$ cat src/rtl/pcrel_pkg.sv
// Shared types and decode constants for the AArch64 PC-relative relocator.
package pcrel_pkg;

  localparam logic [31:0] MASK_ADR_CLASS = 32'h9F00_0000;
  localparam logic [31:0] PAT_ADR        = 32'h1000_0000;
  localparam logic [31:0] PAT_ADRP       = 32'h9000_0000;
  localparam logic [31:0] MASK_LDR_LIT   = 32'h3B00_0000;
  localparam logic [31:0] PAT_LDR_LIT    = 32'h1800_0000;
  localparam logic [31:0] MASK_B_BL      = 32'h7C00_0000;
  localparam logic [31:0] PAT_B_BL       = 32'h1400_0000;
  localparam logic [31:0] MASK_BCOND     = 32'hFF00_0010;
  localparam logic [31:0] PAT_BCOND      = 32'h5400_0000;
  localparam logic [31:0] MASK_CB_TB     = 32'h7E00_0000;
  localparam logic [31:0] PAT_CBZ        = 32'h3400_0000;
  localparam logic [31:0] PAT_TBZ        = 32'h3600_0000;

  typedef enum logic [1:0] {
    FORM_OTHER   = 2'd0,
    FORM_ADRP    = 2'd1,
    FORM_ADR     = 2'd2,
    FORM_LDR_LIT = 2'd3
  } form_kind_t;

  typedef struct packed {
    logic [31:0] instruction;
    logic [63:0] source_address;
    logic [63:0] dest_address;
  } request_t;

  typedef struct packed {
    logic [31:0] relocated_word;
    logic        out_of_range;
    logic        is_branch;
    logic        is_pc_relative;
    form_kind_t  form_kind;
  } result_t;

endpackage

$ cat src/rtl/pcrel_if.sv
// Handshake channels for relocation requests and relocation results.
interface pcrel_item_if;
  logic        valid;
  logic        ready;
  logic [31:0] instruction;
  logic [63:0] source_address;
  logic [63:0] dest_address;

  modport source(output valid, output instruction, output source_address,
                 output dest_address, input ready);
  modport sink(input valid, input instruction, input source_address,
               input dest_address, output ready);
endinterface

interface pcrel_result_if;
  logic        valid;
  logic        ready;
  logic [31:0] relocated_word;
  logic        out_of_range;
  logic        is_branch;
  logic        is_pc_relative;
  logic [1:0]  form_kind;

  modport source(output valid, output relocated_word, output out_of_range,
                 output is_branch, output is_pc_relative, output form_kind,
                 input ready);
  modport sink(input valid, input relocated_word, input out_of_range,
               input is_branch, input is_pc_relative, input form_kind,
               output ready);
endinterface

$ cat src/rtl/pcrel_rebase.sv
// Classify one instruction word and re-base its PC-relative immediate.
module pcrel_rebase (
  input  pcrel_pkg::request_t req,
  output pcrel_pkg::result_t  res
);

  logic [31:0]           w;
  logic [20:0]           imm21;
  logic [18:0]           imm19;
  pcrel_pkg::form_kind_t kind;
  logic [63:0]           base_a;
  logic [63:0]           base_b;
  logic [63:0]           offset;
  logic [63:0]           diff;
  logic                  fits;
  logic [31:0]           new_word;

  assign w     = req.instruction;
  assign imm21 = {w[23:5], w[30:29]};
  assign imm19 = w[23:5];

  always_comb begin
    if ((w & pcrel_pkg::MASK_ADR_CLASS) == pcrel_pkg::PAT_ADRP) begin
      kind = pcrel_pkg::FORM_ADRP;
    end else if ((w & pcrel_pkg::MASK_ADR_CLASS) == pcrel_pkg::PAT_ADR) begin
      kind = pcrel_pkg::FORM_ADR;
    end else if ((w & pcrel_pkg::MASK_LDR_LIT) == pcrel_pkg::PAT_LDR_LIT) begin
      kind = pcrel_pkg::FORM_LDR_LIT;
    end else begin
      kind = pcrel_pkg::FORM_OTHER;
    end
  end

  // One shared adder: ADRP works on page-aligned addresses, the others on bytes.
  always_comb begin
    unique case (kind)
      pcrel_pkg::FORM_ADRP: begin
        base_a = {req.source_address[63:12], 12'b0};
        base_b = {req.dest_address[63:12], 12'b0};
        offset = {{31{imm21[20]}}, imm21, 12'b0};
      end
      pcrel_pkg::FORM_LDR_LIT: begin
        base_a = req.source_address;
        base_b = req.dest_address;
        offset = {{43{imm19[18]}}, imm19, 2'b0};
      end
      pcrel_pkg::FORM_ADR, pcrel_pkg::FORM_OTHER: begin
        base_a = req.source_address;
        base_b = req.dest_address;
        offset = {{43{imm21[20]}}, imm21};
      end
    endcase
  end

  assign diff = base_a + offset - base_b;

  always_comb begin
    unique case (kind)
      pcrel_pkg::FORM_ADRP: begin
        fits     = (&diff[63:32]) | ~(|diff[63:32]);
        new_word = {w[31], diff[13:12], w[28:24], diff[32:14], w[4:0]};
      end
      pcrel_pkg::FORM_ADR: begin
        fits     = (&diff[63:20]) | ~(|diff[63:20]);
        new_word = {w[31], diff[1:0], w[28:24], diff[20:2], w[4:0]};
      end
      pcrel_pkg::FORM_LDR_LIT: begin
        fits     = ((&diff[63:20]) | ~(|diff[63:20])) & (diff[1:0] == 2'b00);
        new_word = {w[31:24], diff[20:2], w[4:0]};
      end
      pcrel_pkg::FORM_OTHER: begin
        fits     = 1'b1;
        new_word = w;
      end
    endcase
  end

  always_comb begin
    res.relocated_word = fits ? new_word : w;
    res.out_of_range   = ~fits;
    res.is_branch      = ((w & pcrel_pkg::MASK_B_BL)  == pcrel_pkg::PAT_B_BL)  ||
                         ((w & pcrel_pkg::MASK_BCOND) == pcrel_pkg::PAT_BCOND) ||
                         ((w & pcrel_pkg::MASK_CB_TB) == pcrel_pkg::PAT_CBZ)   ||
                         ((w & pcrel_pkg::MASK_CB_TB) == pcrel_pkg::PAT_TBZ);
    res.is_pc_relative = (kind != pcrel_pkg::FORM_OTHER);
    res.form_kind      = kind;
  end

endmodule

$ cat src/rtl/aarch64_pc_relative_relocator.sv
// Top level of the AArch64 PC-relative instruction relocator.
//
// Each request carries one instruction word, the address it was read from and
// the address it will be copied to. ADRP, ADR and LDR-literal words get their
// immediate re-based to the new page, byte or word distance; if that distance
// does not fit (or is not word aligned for LDR-literal) out_of_range is set and
// the word passes unchanged. Immediate branches are flagged and passed
// unchanged; all other words pass unchanged. Address arithmetic wraps modulo
// 2^64. The block accepts one request every cycle unless backpressure holds it;
// each request first waits in the request register, then goes through the
// decode and the single 64-bit three-operand address adder into the result
// register. Backpressure on the result channel stalls the two stages in
// order; while a finished result waits, an empty request register can still
// take one more request and then holds it.
module aarch64_pc_relative_relocator (
  input  logic           clk,
  input  logic           rst,
  pcrel_item_if.sink     item,
  pcrel_result_if.source result
);

  // Request stage.
  logic                 req_valid;
  pcrel_pkg::request_t  req;
  // Result stage.
  logic                 res_valid;
  pcrel_pkg::result_t   res;
  pcrel_pkg::result_t   res_next;

  logic req_load;
  logic res_load;

  // Advance into the result register when it is empty or being drained.
  assign res_load   = req_valid && (!res_valid || result.ready);
  assign item.ready = !req_valid || res_load;
  assign req_load   = item.valid && item.ready;

  always_ff @(posedge clk) begin
    if (rst) begin
      req_valid <= 1'b0;
      res_valid <= 1'b0;
    end else begin
      if (req_load) begin
        req_valid <= 1'b1;
      end else if (res_load) begin
        req_valid <= 1'b0;
      end
      if (res_load) begin
        res_valid <= 1'b1;
      end else if (result.ready) begin
        res_valid <= 1'b0;
      end
    end
  end

  // Hold the payload registers unless a new request or result moves in.
  always_ff @(posedge clk) begin
    if (req_load) begin
      req.instruction    <= item.instruction;
      req.source_address <= item.source_address;
      req.dest_address   <= item.dest_address;
    end
    if (res_load) begin
      res <= res_next;
    end
  end

  pcrel_rebase u_rebase (
    .req (req),
    .res (res_next)
  );

  assign result.valid          = res_valid;
  assign result.relocated_word = res.relocated_word;
  assign result.out_of_range   = res.out_of_range;
  assign result.is_branch      = res.is_branch;
  assign result.is_pc_relative = res.is_pc_relative;
  assign result.form_kind      = res.form_kind;

endmodule

$ cat src/flat_wrapper.sv
// flat-port wrapper written by rule: the top's interface ports become plain ports
module aarch64_pc_relative_relocator_flat 
  (clk, rst, item_valid, item_instruction, item_source_address, item_dest_address, item_ready, result_valid, result_relocated_word, result_out_of_range, result_is_branch, result_is_pc_relative, result_form_kind, result_ready);
  pcrel_item_if item_i ();
  pcrel_result_if result_i ();
  input  logic clk;
  input  logic rst;
  input wire logic [$bits(item_i.valid)-1:0] item_valid;
  input wire logic [$bits(item_i.instruction)-1:0] item_instruction;
  input wire logic [$bits(item_i.source_address)-1:0] item_source_address;
  input wire logic [$bits(item_i.dest_address)-1:0] item_dest_address;
  output wire logic [$bits(item_i.ready)-1:0] item_ready;
  output wire logic [$bits(result_i.valid)-1:0] result_valid;
  output wire logic [$bits(result_i.relocated_word)-1:0] result_relocated_word;
  output wire logic [$bits(result_i.out_of_range)-1:0] result_out_of_range;
  output wire logic [$bits(result_i.is_branch)-1:0] result_is_branch;
  output wire logic [$bits(result_i.is_pc_relative)-1:0] result_is_pc_relative;
  output wire logic [$bits(result_i.form_kind)-1:0] result_form_kind;
  input wire logic [$bits(result_i.ready)-1:0] result_ready;
  assign item_i.valid = item_valid;
  assign item_i.instruction = item_instruction;
  assign item_i.source_address = item_source_address;
  assign item_i.dest_address = item_dest_address;
  assign item_ready = item_i.ready;
  assign result_valid = result_i.valid;
  assign result_relocated_word = result_i.relocated_word;
  assign result_out_of_range = result_i.out_of_range;
  assign result_is_branch = result_i.is_branch;
  assign result_is_pc_relative = result_i.is_pc_relative;
  assign result_form_kind = result_i.form_kind;
  assign result_i.ready = result_ready;
  aarch64_pc_relative_relocator u_core (.clk(clk), .rst(rst), .item(item_i), .result(result_i));
endmodule
$ cat config.mk
export PLATFORM = sky130hd
export DESIGN_NAME = aarch64_pc_relative_relocator_flat
export DESIGN_NICKNAME = d
export VERILOG_FILES = /design/src/rtl/pcrel_pkg.sv /design/src/rtl/pcrel_if.sv /design/src/rtl/pcrel_rebase.sv /design/src/rtl/aarch64_pc_relative_relocator.sv /design/src/flat_wrapper.sv
export SDC_FILE = /design/constraint.sdc
export NUM_CORES = 1
export LEC_CHECK = 0
export BUFFER_PORTS_ARGS = -buffer_cell sky130_fd_sc_hd__buf_4
export CAP_MARGIN = 40
export CORE_UTILIZATION = 45
export CTS_BUF_LIST = sky130_fd_sc_hd__clkbuf_4 sky130_fd_sc_hd__clkbuf_8 sky130_fd_sc_hd__clkbuf_16
export CTS_CLUSTER_DIAMETER = 60
export CTS_CLUSTER_SIZE = 12
export DETAILED_ROUTE_END_ITERATION = 16
export GPL_TIMING_DRIVEN = 0
export PLACE_DENSITY = 0.73
export SYNTH_ARGS = -nofsm -noshare
export SYNTH_HDL_FRONTEND = slang
export SYNTH_SLANG_ARGS = --single-unit
$ cat constraint.sdc
create_clock -name clk -period 6.6 [get_ports clk]
set_input_delay 0.66 -clock clk [delete_from_list [all_inputs] [get_ports clk]]
set_output_delay 0.66 -clock clk [all_outputs]
set_load 0.03 [all_outputs]
Word level (Yosys, flattened, before mapping)

Cells that the tools add are included.

Register bits after elaboration: 199
Bits of input ports: 164
Output and inout port bits: 39
Logic and storage cells: 61

Equality and inequality tests: 10
Mux-type cells: 13
Add/sub/neg operators: 2
Reductions and logical operators: 20
Bitwise gates (word level): 6

Operators by type and width:

| cell                 | number |
|---|---|
| $pmux W64 S2         | 2 |
| $pmux W64 S3         | 1 |
| $pmux W32 S4         | 1 |
| $add A64 B64 Y64     | 1 |
| $sub A64 B64 Y64     | 1 |
| $reduce_and A44 Y1   | 1 |
| $reduce_or A44 Y1    | 1 |
| $mux W32             | 1 |
| $reduce_and A32 Y1   | 1 |
| $reduce_or A32 Y1    | 1 |
| $eq A6 B5 Y1 const B | 3 |
| $eq A9 B8 Y1 const B | 1 |
| $eq A6 B6 Y1 const B | 1 |
| $mux W2              | 3 |
| $reduce_bool A2 Y1   | 3 |
| $eq A5 B3 Y1 const B | 1 |
| $eq A5 B4 Y1 const B | 1 |
| $logic_or A1 B1 Y1   | 5 |
| $eq A2 B2 Y1 const B | 2 |
| $logic_not A2 Y1     | 2 |
| $mux W1              | 4 |
| $pmux W1 S4          | 1 |
| $not A1 Y1           | 3 |
| $reduce_or A3 Y1     | 1 |
| 6 further kinds      | 9 |

Logic depth before layout (Yosys ltp)

Gate-level depths: netlist of run 1.

Depth after elaboration: 15
Mapped depth: 25

Cells and area by module

From an unflattened synthesis of run 1, not the netlist that was laid out.

Cell total of the unflattened synthesis: 1377
Area, all modules: 13847.0 um^2

Modules (own cells, without submodules):

| module                        | cells an instance | instances | sequential area each (um^2) | area an instance (um^2) |
|---|---|---|---|---|
| pcrel_rebase                  | 1170              | 1         | 0.0                         | 7827.5 |
| aarch64_pc_relative_relocator | 207               | 1         | 5955.7                      | 6019.5 |

Worst setup path before layout of run 1

OpenSTA, ideal clock, no wires.

Path type: register to register
Start: reg, netlist name u_core.req[151]
End: reg u_core.res, in the netlist u_core.result.relocated_word[29] (data pin)
Arrival: 5.576 ns
Stages on the path, launching flop included: 20
Required time: 6.340 ns
Setup time: 0.260 ns
Slack: 0.764 ns
Buffers on the path: 2
Cells stage by stage: edfxtp_1 > inv_1 > nor2_1 > clkbuf_1 > a21o_1 > fa_1 > ha_1 > buf_2 > a21oi_2 > o21ai_1 > a32oi_1 > o21ai_1 > or4_1 > and2_1 > nand3b_1 > nor4_1 > nand4_1 > or3_1 > a21oi_1 > mux2_2

RTL lines:

| element                | RTL line                            | source |
|---|---|---|
| end signal: assignment | aarch64_pc_relative_relocator.sv:64 | `res <= res_next;` |
| end: declaration       | aarch64_pc_relative_relocator.sv:27 | `pcrel_pkg::result_t res;` |

==> run_results.csv, run 1 <==
group,metric,value,unit
outcome,status,"complete, but fails checks",
outcome,violations,"design-rule violations",
timing,period_needed,6.39,ns
global_routing,grt_max_degree,71,
routing,drt_iter0_markers,1188,
global_routing,grt_pass1_vias,12100,
cts,path_clk_slew,0.08,ns
worst_setup_path,critPathMaxFanout,10,
worst_setup_path,worstSetupStartpointType,"flop",
global_routing,track_usage,26.9,%
final_layout,nets,2066,
logic_synthesis,synth_top_area_share,40.0,%
global_routing,overflow,0,
pwr,p_leak,7.38,nW
logic_synthesis,synth_flop_cell,"edfxtp_1",
cts,cts_inserted_buffers,17,
logic_synthesis,synth_area_leaders,"edfxtp_1 40%, fa_1 8.5%, ha_1 5.4%, nand2_1 4.2%, a21oi_1 4.1%",
logic_synthesis,synth_nets,1829,
routing,dr.pass1.iters,11,
final_layout,fin_util,55.5,%
cts,hold_buffers,0,
placement,io_buffers,202,
worst_setup_path,crit_cells,22,
logic_synthesis,synth-seq-cells,199,
timing,drv_slew,0,
hold_path,hp-start,"item_source_address[8]",
timing,fmax,156,MHz
cts,cts_sinks,199,
final_layout,mostFrequentLayoutCells,"219 x buf_4, 197 x edfxtp_1, 166 x nand2_1, 156 x inv_1, 109 x a21oi_1",
routing,ant_nets,0,
timing,fin_crit_sh,96.8,%
flow_run,drv_cap,0,
routing,drc,1,
routing,routed_wl,44.8,mm
routing,vias_per_cell,5.75,
die,num_rows,66,
logic_synthesis,synthCells,1538,
routing,post_drt_wl_per_cell,20.1,um
logic_synthesis,synth.distinct_cells,90,
pwr,power_density,252,mW/mm^2
worst_setup_path,cp-startpoint,"u_core.req[155]$_DFFE_PP_",
die,die_h,183,um
worst_setup_path,cp_slowest_stage_delay,0.48,ns
worst_setup_path,cp.required,6.82,ns
pwr,power,4.54,mW
pwr,peakVddDrop,0.214,mV
die,ios,203,
logic_synthesis,synth-seq-area-share,40.3,%
hold_path,hold_depth,1,
final_layout,syn_to_final_growth,21.7,%
worst_setup_path,critical_path_class,"reg2reg",
final_layout,drive_above_1_share,21.5,%
worst_setup_path,r2r-start,"u_core.req[155]$_DFFE_PP_",
worst_setup_path,cp_slowest_cell,"fa_1",
global_routing,grt_pass1_wl,67.7,mm
cts,root_buffer,"clkbuf_16",
die,fp.dieW,183,um
worst_setup_path,r2r_cells,22,
placement,dp_hpwl,36.1,mm
worst_setup_path,crit_chain,"nand2b_4 -> nor4_4 -> buf_4 -> and2_4 -> buf_4 -> nor2_1 -> buf_2 -> a21o_1 -> fa_1 -> ha_1 -> a21oi_1 -> o21ai_1 -> a21oi_1 -> o21bai_2 -> a221oi_4 -> o21ai_1 -> xnor2_1 -> nor4_2 -> nand4_1 -> or3_4 -> a21oi_2 -> mux2_2",
worst_setup_path,cp.arrival,6.61,ns
die,coreArea,0.0325,sq mm
logic_synthesis,postSynth.asyncResetShare,0,%
cts,cts_tree,"built",
logic_synthesis,yosys.area.top_type,"edfxtp_1",
worst_setup_path,cp_top_family,"compound AO/OA/AOI/OAI gates",
timing,max_slew_margin,44.7,%
logic_synthesis,synth_area,0.0148,sq mm
timing,rsz0062_at_grt,"false",
final_layout,final_common_cell,"buf_4",
logic_synthesis,avgSynthCellArea,9.62,sq um
logic_synthesis,yosysWarnings,0,
timing,hold_viol,0,
die,dieArea,0.0336,sq mm
timing,setup_viol,0,
worst_setup_path,critical_path_buf_inv_count,3,
final_layout,diodes,0,
die,start_util,45.6,%
placement,gp_congestion,1.01,
worst_setup_path,end_kind,"flop",
hold_path,hp-class,"in2reg",
cts,clockBufferDepth,2,
timing,clock-skew-final,0.0207,ns
routing,vias,12800,
cts,htreeDepth,4,
timing,tightest_slew,0.827,ns
global_routing,antenna_found_initial,1,
logic_synthesis,synth_edf_count,197,
cts,clk_latency,0.47,ns
registers in the layout, summed over array words and instances, names as in the netlist:
| register | count |
|---|---|
| u_core.result.valid | 1 |
| u_core.result.relocated_word | 32 |
| u_core.result.form_kind | 2 |
| u_core.req | 160 |
| u_core.result.is_branch | 1 |
| u_core.req_valid | 1 |
| u_core.result.out_of_range | 1 |
| u_core.result.is_pc_relative | 1 |
layer usage:
metal  up-vias  global-route usage [%]  share of wire (%)
li1       6059                       -                  -
met1      6159                    39.5                 47
met2       532                    39.8                 43
met3        58                    5.30                8.1
met4         4                    8.33                2.3
met5         -                       0              0.058
synth_stat cells, types with 18 or more instances:
cell / n
o21ai_1: 37
nand4_1: 44
a21oi_1: 122
and2_1: 22
edfxtp_1: 197
inv_1: 157
a21o_1: 35
clkbuf_1: 27
mux2i_1: 20
ha_1: 64
buf_2: 26
nand2_1: 167
fa_1: 63
a211oi_1: 18
nor2_1: 107
o21ai_0: 76
nand3_1: 22
nor3_1: 30
xnor2_1: 25
nand2b_1: 20
kinds of logic after synthesis:
kind of cell	after synthesis	share of synthesized area [%]
compound gates	423	18.7
xor+xnor	37	2.19
fa+ha+maj	127	13.9
buf+inv	220	6.03
flops	199	40.3
mux	27	1.89
simple gates	505	17.0
path summary, 6_finish.rpt:
check,slack (ns),to
max,0.21,u_core.result.relocated_word[29]$_DFFE_PP_
min,0.36,u_core.req[72]$_DFFE_PP_
max reg2reg,0.21,u_core.result.relocated_word[29]$_DFFE_PP_
min reg2reg,0.42,u_core.result.relocated_word[3]$_DFFE_PP_
through the flow:
stage	TNS [ns]	setup slack, ns	hold slack (ns)	instances	cell area (sq um)
after CTS	0	0.00533	0.340	2220	17700
after floorplan	0	0.764	0.400	1538	14800
after global placement	-23.26	-1.13	0.403	2182	16900
final	0	0.208	0.358	2230	18000
after detailed placement	-21.74	-1.08	0.405	2187	17000
after global routing	0	0.00945	0.342	2230	18000
final cells by class:
type / count / area [sq um]
plain buffers: 60 / 309
clock buffers: 18 / 433
clock inverters: 14 / 143
fillers: 2888 / 14400
inverters: 158 / 593
multi-input cells: 1119 / 8300
flip-flops and latches: 199 / 5960
well taps: 442 / 553
repair buffers: 220 / 1730
repair_timing:
item,4_1_cts,5_1_grt
buffers inserted,3,10
endpoints found under the setup margin,22,22
gates resized for setup,24,64
pin swaps,5,17
where the power goes:
part	total [mW]	switching [mW]	internal (mW)	leakage [nW]
clock network	1.03	0.499	0.535	0.274
registers	1.52	0.0452	1.47	1.93
logic	1.99	1.29	0.700	5.18
total	4.54	1.83	2.71	7.38
No activity file was read; power rests on OpenSTA's default activity.
==> run 2, diff against run 1 <==
--- a/config.mk
+++ b/config.mk
@@ -5,15 +5,15 @@
 export SDC_FILE = /design/constraint.sdc
 export NUM_CORES = 1
 export LEC_CHECK = 0
-export BUFFER_PORTS_ARGS = -buffer_cell sky130_fd_sc_hd__buf_4
 export CAP_MARGIN = 40
 export CORE_UTILIZATION = 45
 export CTS_BUF_LIST = sky130_fd_sc_hd__clkbuf_4 sky130_fd_sc_hd__clkbuf_8 sky130_fd_sc_hd__clkbuf_16
-export CTS_CLUSTER_DIAMETER = 60
 export CTS_CLUSTER_SIZE = 12
 export DETAILED_ROUTE_END_ITERATION = 16
+export DONT_BUFFER_PORTS = 1
 export GPL_TIMING_DRIVEN = 0
-export PLACE_DENSITY = 0.73
+export PLACE_DENSITY = 0.68
+export SETUP_SLACK_MARGIN = 0.15
 export SYNTH_ARGS = -nofsm -noshare
 export SYNTH_HDL_FRONTEND = slang
 export SYNTH_SLANG_ARGS = --single-unit
==> run 2 against run 1 <==
  * The flow now finishes without violations
  * Global-route usage decreased by 0.99 points
  * Combinational power decreased by 3%
  * Wire length decreased by 3.1%
  * Flip-flop and latch count unchanged
  * Total power decreased by 1.1%
  * Count of clock-buffer cells in the layout increased by 1
  * Cell count decreased by 8.6%
  * Utilization decreased by 3.8 points
  * Via count decreased by 5.3%
  * Clock power about the same
  * Worst setup slack improved by 0.21 ns
  * Critical path type unchanged
  * Critical endpoint is now u_core.result.relocated_word[11]$_DFFE_PP_
  * Largest cell class unchanged
  * Largest power group unchanged
==> run_results.csv, run 2 (synthesis gave the netlist of run 1 again) <==
group,metric,value,unit
outcome,status,"completed",
global_routing,track_usage,25.9,%
timing,clock-skew-final,0.0176,ns
routing,routed_wl,43.4,mm
hold_path,hp-start,"rst",
timing,max_slew_margin,48.5,%
global_routing,grt_max_degree,75,
final_layout,largest-register,"u_core.req",
worst_setup_path,critical_path_class,"reg2reg",
cts,clockBufferDepth,2,
pwr,peakVddDrop,0.199,mV
global_routing,overflow,0,
die,start_util,45.6,%
die,fp.dieW,183,um
final_layout,drive_above_1_share,13.8,%
hold_path,hp-class,"in2reg",
placement,dp_hpwl,34.5,mm
pwr,power_density,268,mW/mm^2
cts,cts_inserted_buffers,17,
routing,drc,0,
final_layout,mostFrequentLayoutCells,"197 x edfxtp_1, 167 x nand2_1, 156 x inv_1, 107 x nor2_1, 99 x a21oi_1",
worst_setup_path,cp.arrival,6.38,ns
worst_setup_path,rr_endpoint,"u_core.result.relocated_word[11]$_DFFE_PP_",
placement,io_buffers,0,
die,dieArea,0.0336,sq mm
timing,fmax,162,MHz
die,ios,203,
cts,cts_tree,"built",
worst_setup_path,critPathMaxFanout,10,
routing,dr.pass1.iters,6,
flow_run,drv_cap,0,
placement,place_inst,1984,
timing,setup_viol,0,
routing,ant_nets,0,
timing,rsz0062_at_grt,"true",
worst_setup_path,reg2reg_slack,0.42,ns
die,num_rows,66,
final_layout,fin_util,51.7,%
worst_setup_path,cp.required,6.80,ns
final_layout,final_common_cell,"edfxtp_1",
cts,htreeDepth,4,
routing,vias_per_cell,5.95,
worst_setup_path,r2r-start,"u_core.req[155]$_DFFE_PP_",
die,die_h,183,um
routing,drt_iter0_markers,1109,
hold_path,hold_depth,1,
hold_path,hold_end,"u_core.result.valid$_SDFFE_PP0P_",
placement,preCtsSetupSlack,-1.02,ns
final_layout,syn_to_final_growth,13.4,%
global_routing,grt_pass1_wl,65.4,mm
timing,fin_crit_sh,93.7,%
timing,tightest_slew,0.769,ns
placement,gp_congestion,0.944,
cts,cts_sinks,199,
final_layout,diodes,0,
timing,hold_viol,0,
worst_setup_path,worstSetupStartpointType,"flop",
worst_setup_path,r2r_cells,23,
die,coreArea,0.0325,sq mm
routing,vias,12100,
cts,root_buffer,"clkbuf_16",
timing,drv_slew,0,
global_routing,grt_pass1_vias,11300,
worst_setup_path,end_kind,"flop",
pwr,power,4.49,mW
routing,post_drt_wl_per_cell,21.3,um
timing,fin_ws,0.416,ns
cts,path_clk_slew,0.07,ns
final_layout,fillers,3004,
pwr,p_leak,6.52,nW
timing,period_needed,6.18,ns
global_routing,antenna_found_initial,0,
cts,clk_latency,0.46,ns
final_layout,layoutNonFillerInstCount,2039,
final_layout,largest_register_ffs,160,
cts,hold_buffers,0,
final_layout,nets,1875,
## run 2: cell count changes in the layout (fill, tap and decap cells not counted), sizes merged
cell      delta
clkbuf       +5
clkinv       +4
clkinvlp     -3
inv          -1
buf        -195
bufinv       -1
## run 2: power breakdown
| part | leakage (nW) | switching (mW) | internal, mW |
|---|---|---|---|
| combinational | 4.31 | 1.28 | 0.661 |
| clock | 0.281 | 0.502 | 0.508 |
| sequential | 1.93 | 0.0685 | 1.47 |
| total | 6.52 | 1.85 | 2.64 |
## run 2: worst max path at each step
stage,startpoint,end,slack (ns),cells past startpoint
after CTS,u_core.req[155]$_DFFE_PP_,u_core.result.relocated_word[13]$_DFFE_PP_,0.14,24
after global routing,u_core.req[155]$_DFFE_PP_,u_core.result.relocated_word[19]$_DFFE_PP_,0.11,25
after global placement,u_core.req[155]$_DFFE_PP_,u_core.result.relocated_word[13]$_DFFE_PP_,-1.09,24
final,u_core.req[155]$_DFFE_PP_,u_core.result.relocated_word[11]$_DFFE_PP_,0.42,23
after detailed placement,u_core.req[155]$_DFFE_PP_,u_core.result.relocated_word[13]$_DFFE_PP_,-1.02,24
after floorplan,u_core.req[151]$_DFFE_PP_,u_core.result.relocated_word[29]$_DFFE_PP_,0.76,19
## run 2: timing repair
action                     CTS  global route
setup endpoints to repair   22            22
buffers inserted             9            14
pin swaps                    8            26
resized for setup           35           102
## run 2: final cells by class
cell class / instances / area, sq um / area share (%)
inverters: 158 / 593 / 3.53
clock inverters: 13 / 114 / 0.678
multi-input cells: 1119 / 8480 / 50.5
plain buffers: 62 / 347 / 2.06
clock buffers: 19 / 447 / 2.66
repair buffers: 27 / 293 / 1.74
well taps: 442 / 553 / 3.29
flip-flops and latches: 199 / 5960 / 35.5
## run 2: layer usage
| layer | share of wire (%) | track usage [%] |
|---|---|---|
| met5 | 0 | 0 |
| met4 | 1.7 | 7.50 |
| met3 | 8.9 | 5.58 |
| met2 | 43 | 38.7 |
| met1 | 46 | 37.6 |
## run 2: worst max-delay path: stages, from the launching register on
cell and delay (ns):
edfxtp_1 0.41, nand2b_2 0.23, nor4_4 0.26, and2_4 0.22, buf_6 0.15, nor2_1 0.08
clkbuf_4 0.19, a21oi_1 0.29, fa_1 0.24, inv_1 0.05, ha_1 0.27, clkbuf_2 0.28
nand4_1 0.24, or4_1 0.61, o21ai_4 0.26, nor2_1 0.15, a221o_1 0.30, nor2_1 0.24
nand4_1 0.15, nor4_2 0.33, nand3_1 0.25, clkbuf_2 0.27, o31ai_1 0.33, a21oi_2 0.11
## run 2: per-stage QoR
step                      hold slack (ns)  TNS [ns]  cell area, sq um
after floorplan                     0.400         0             14800
after global placement              0.402    -20.55             15300
after detailed placement            0.405    -19.61             15500
after CTS                           0.243         0             16200
after global routing                0.242         0             16800
final                               0.266         0             16800
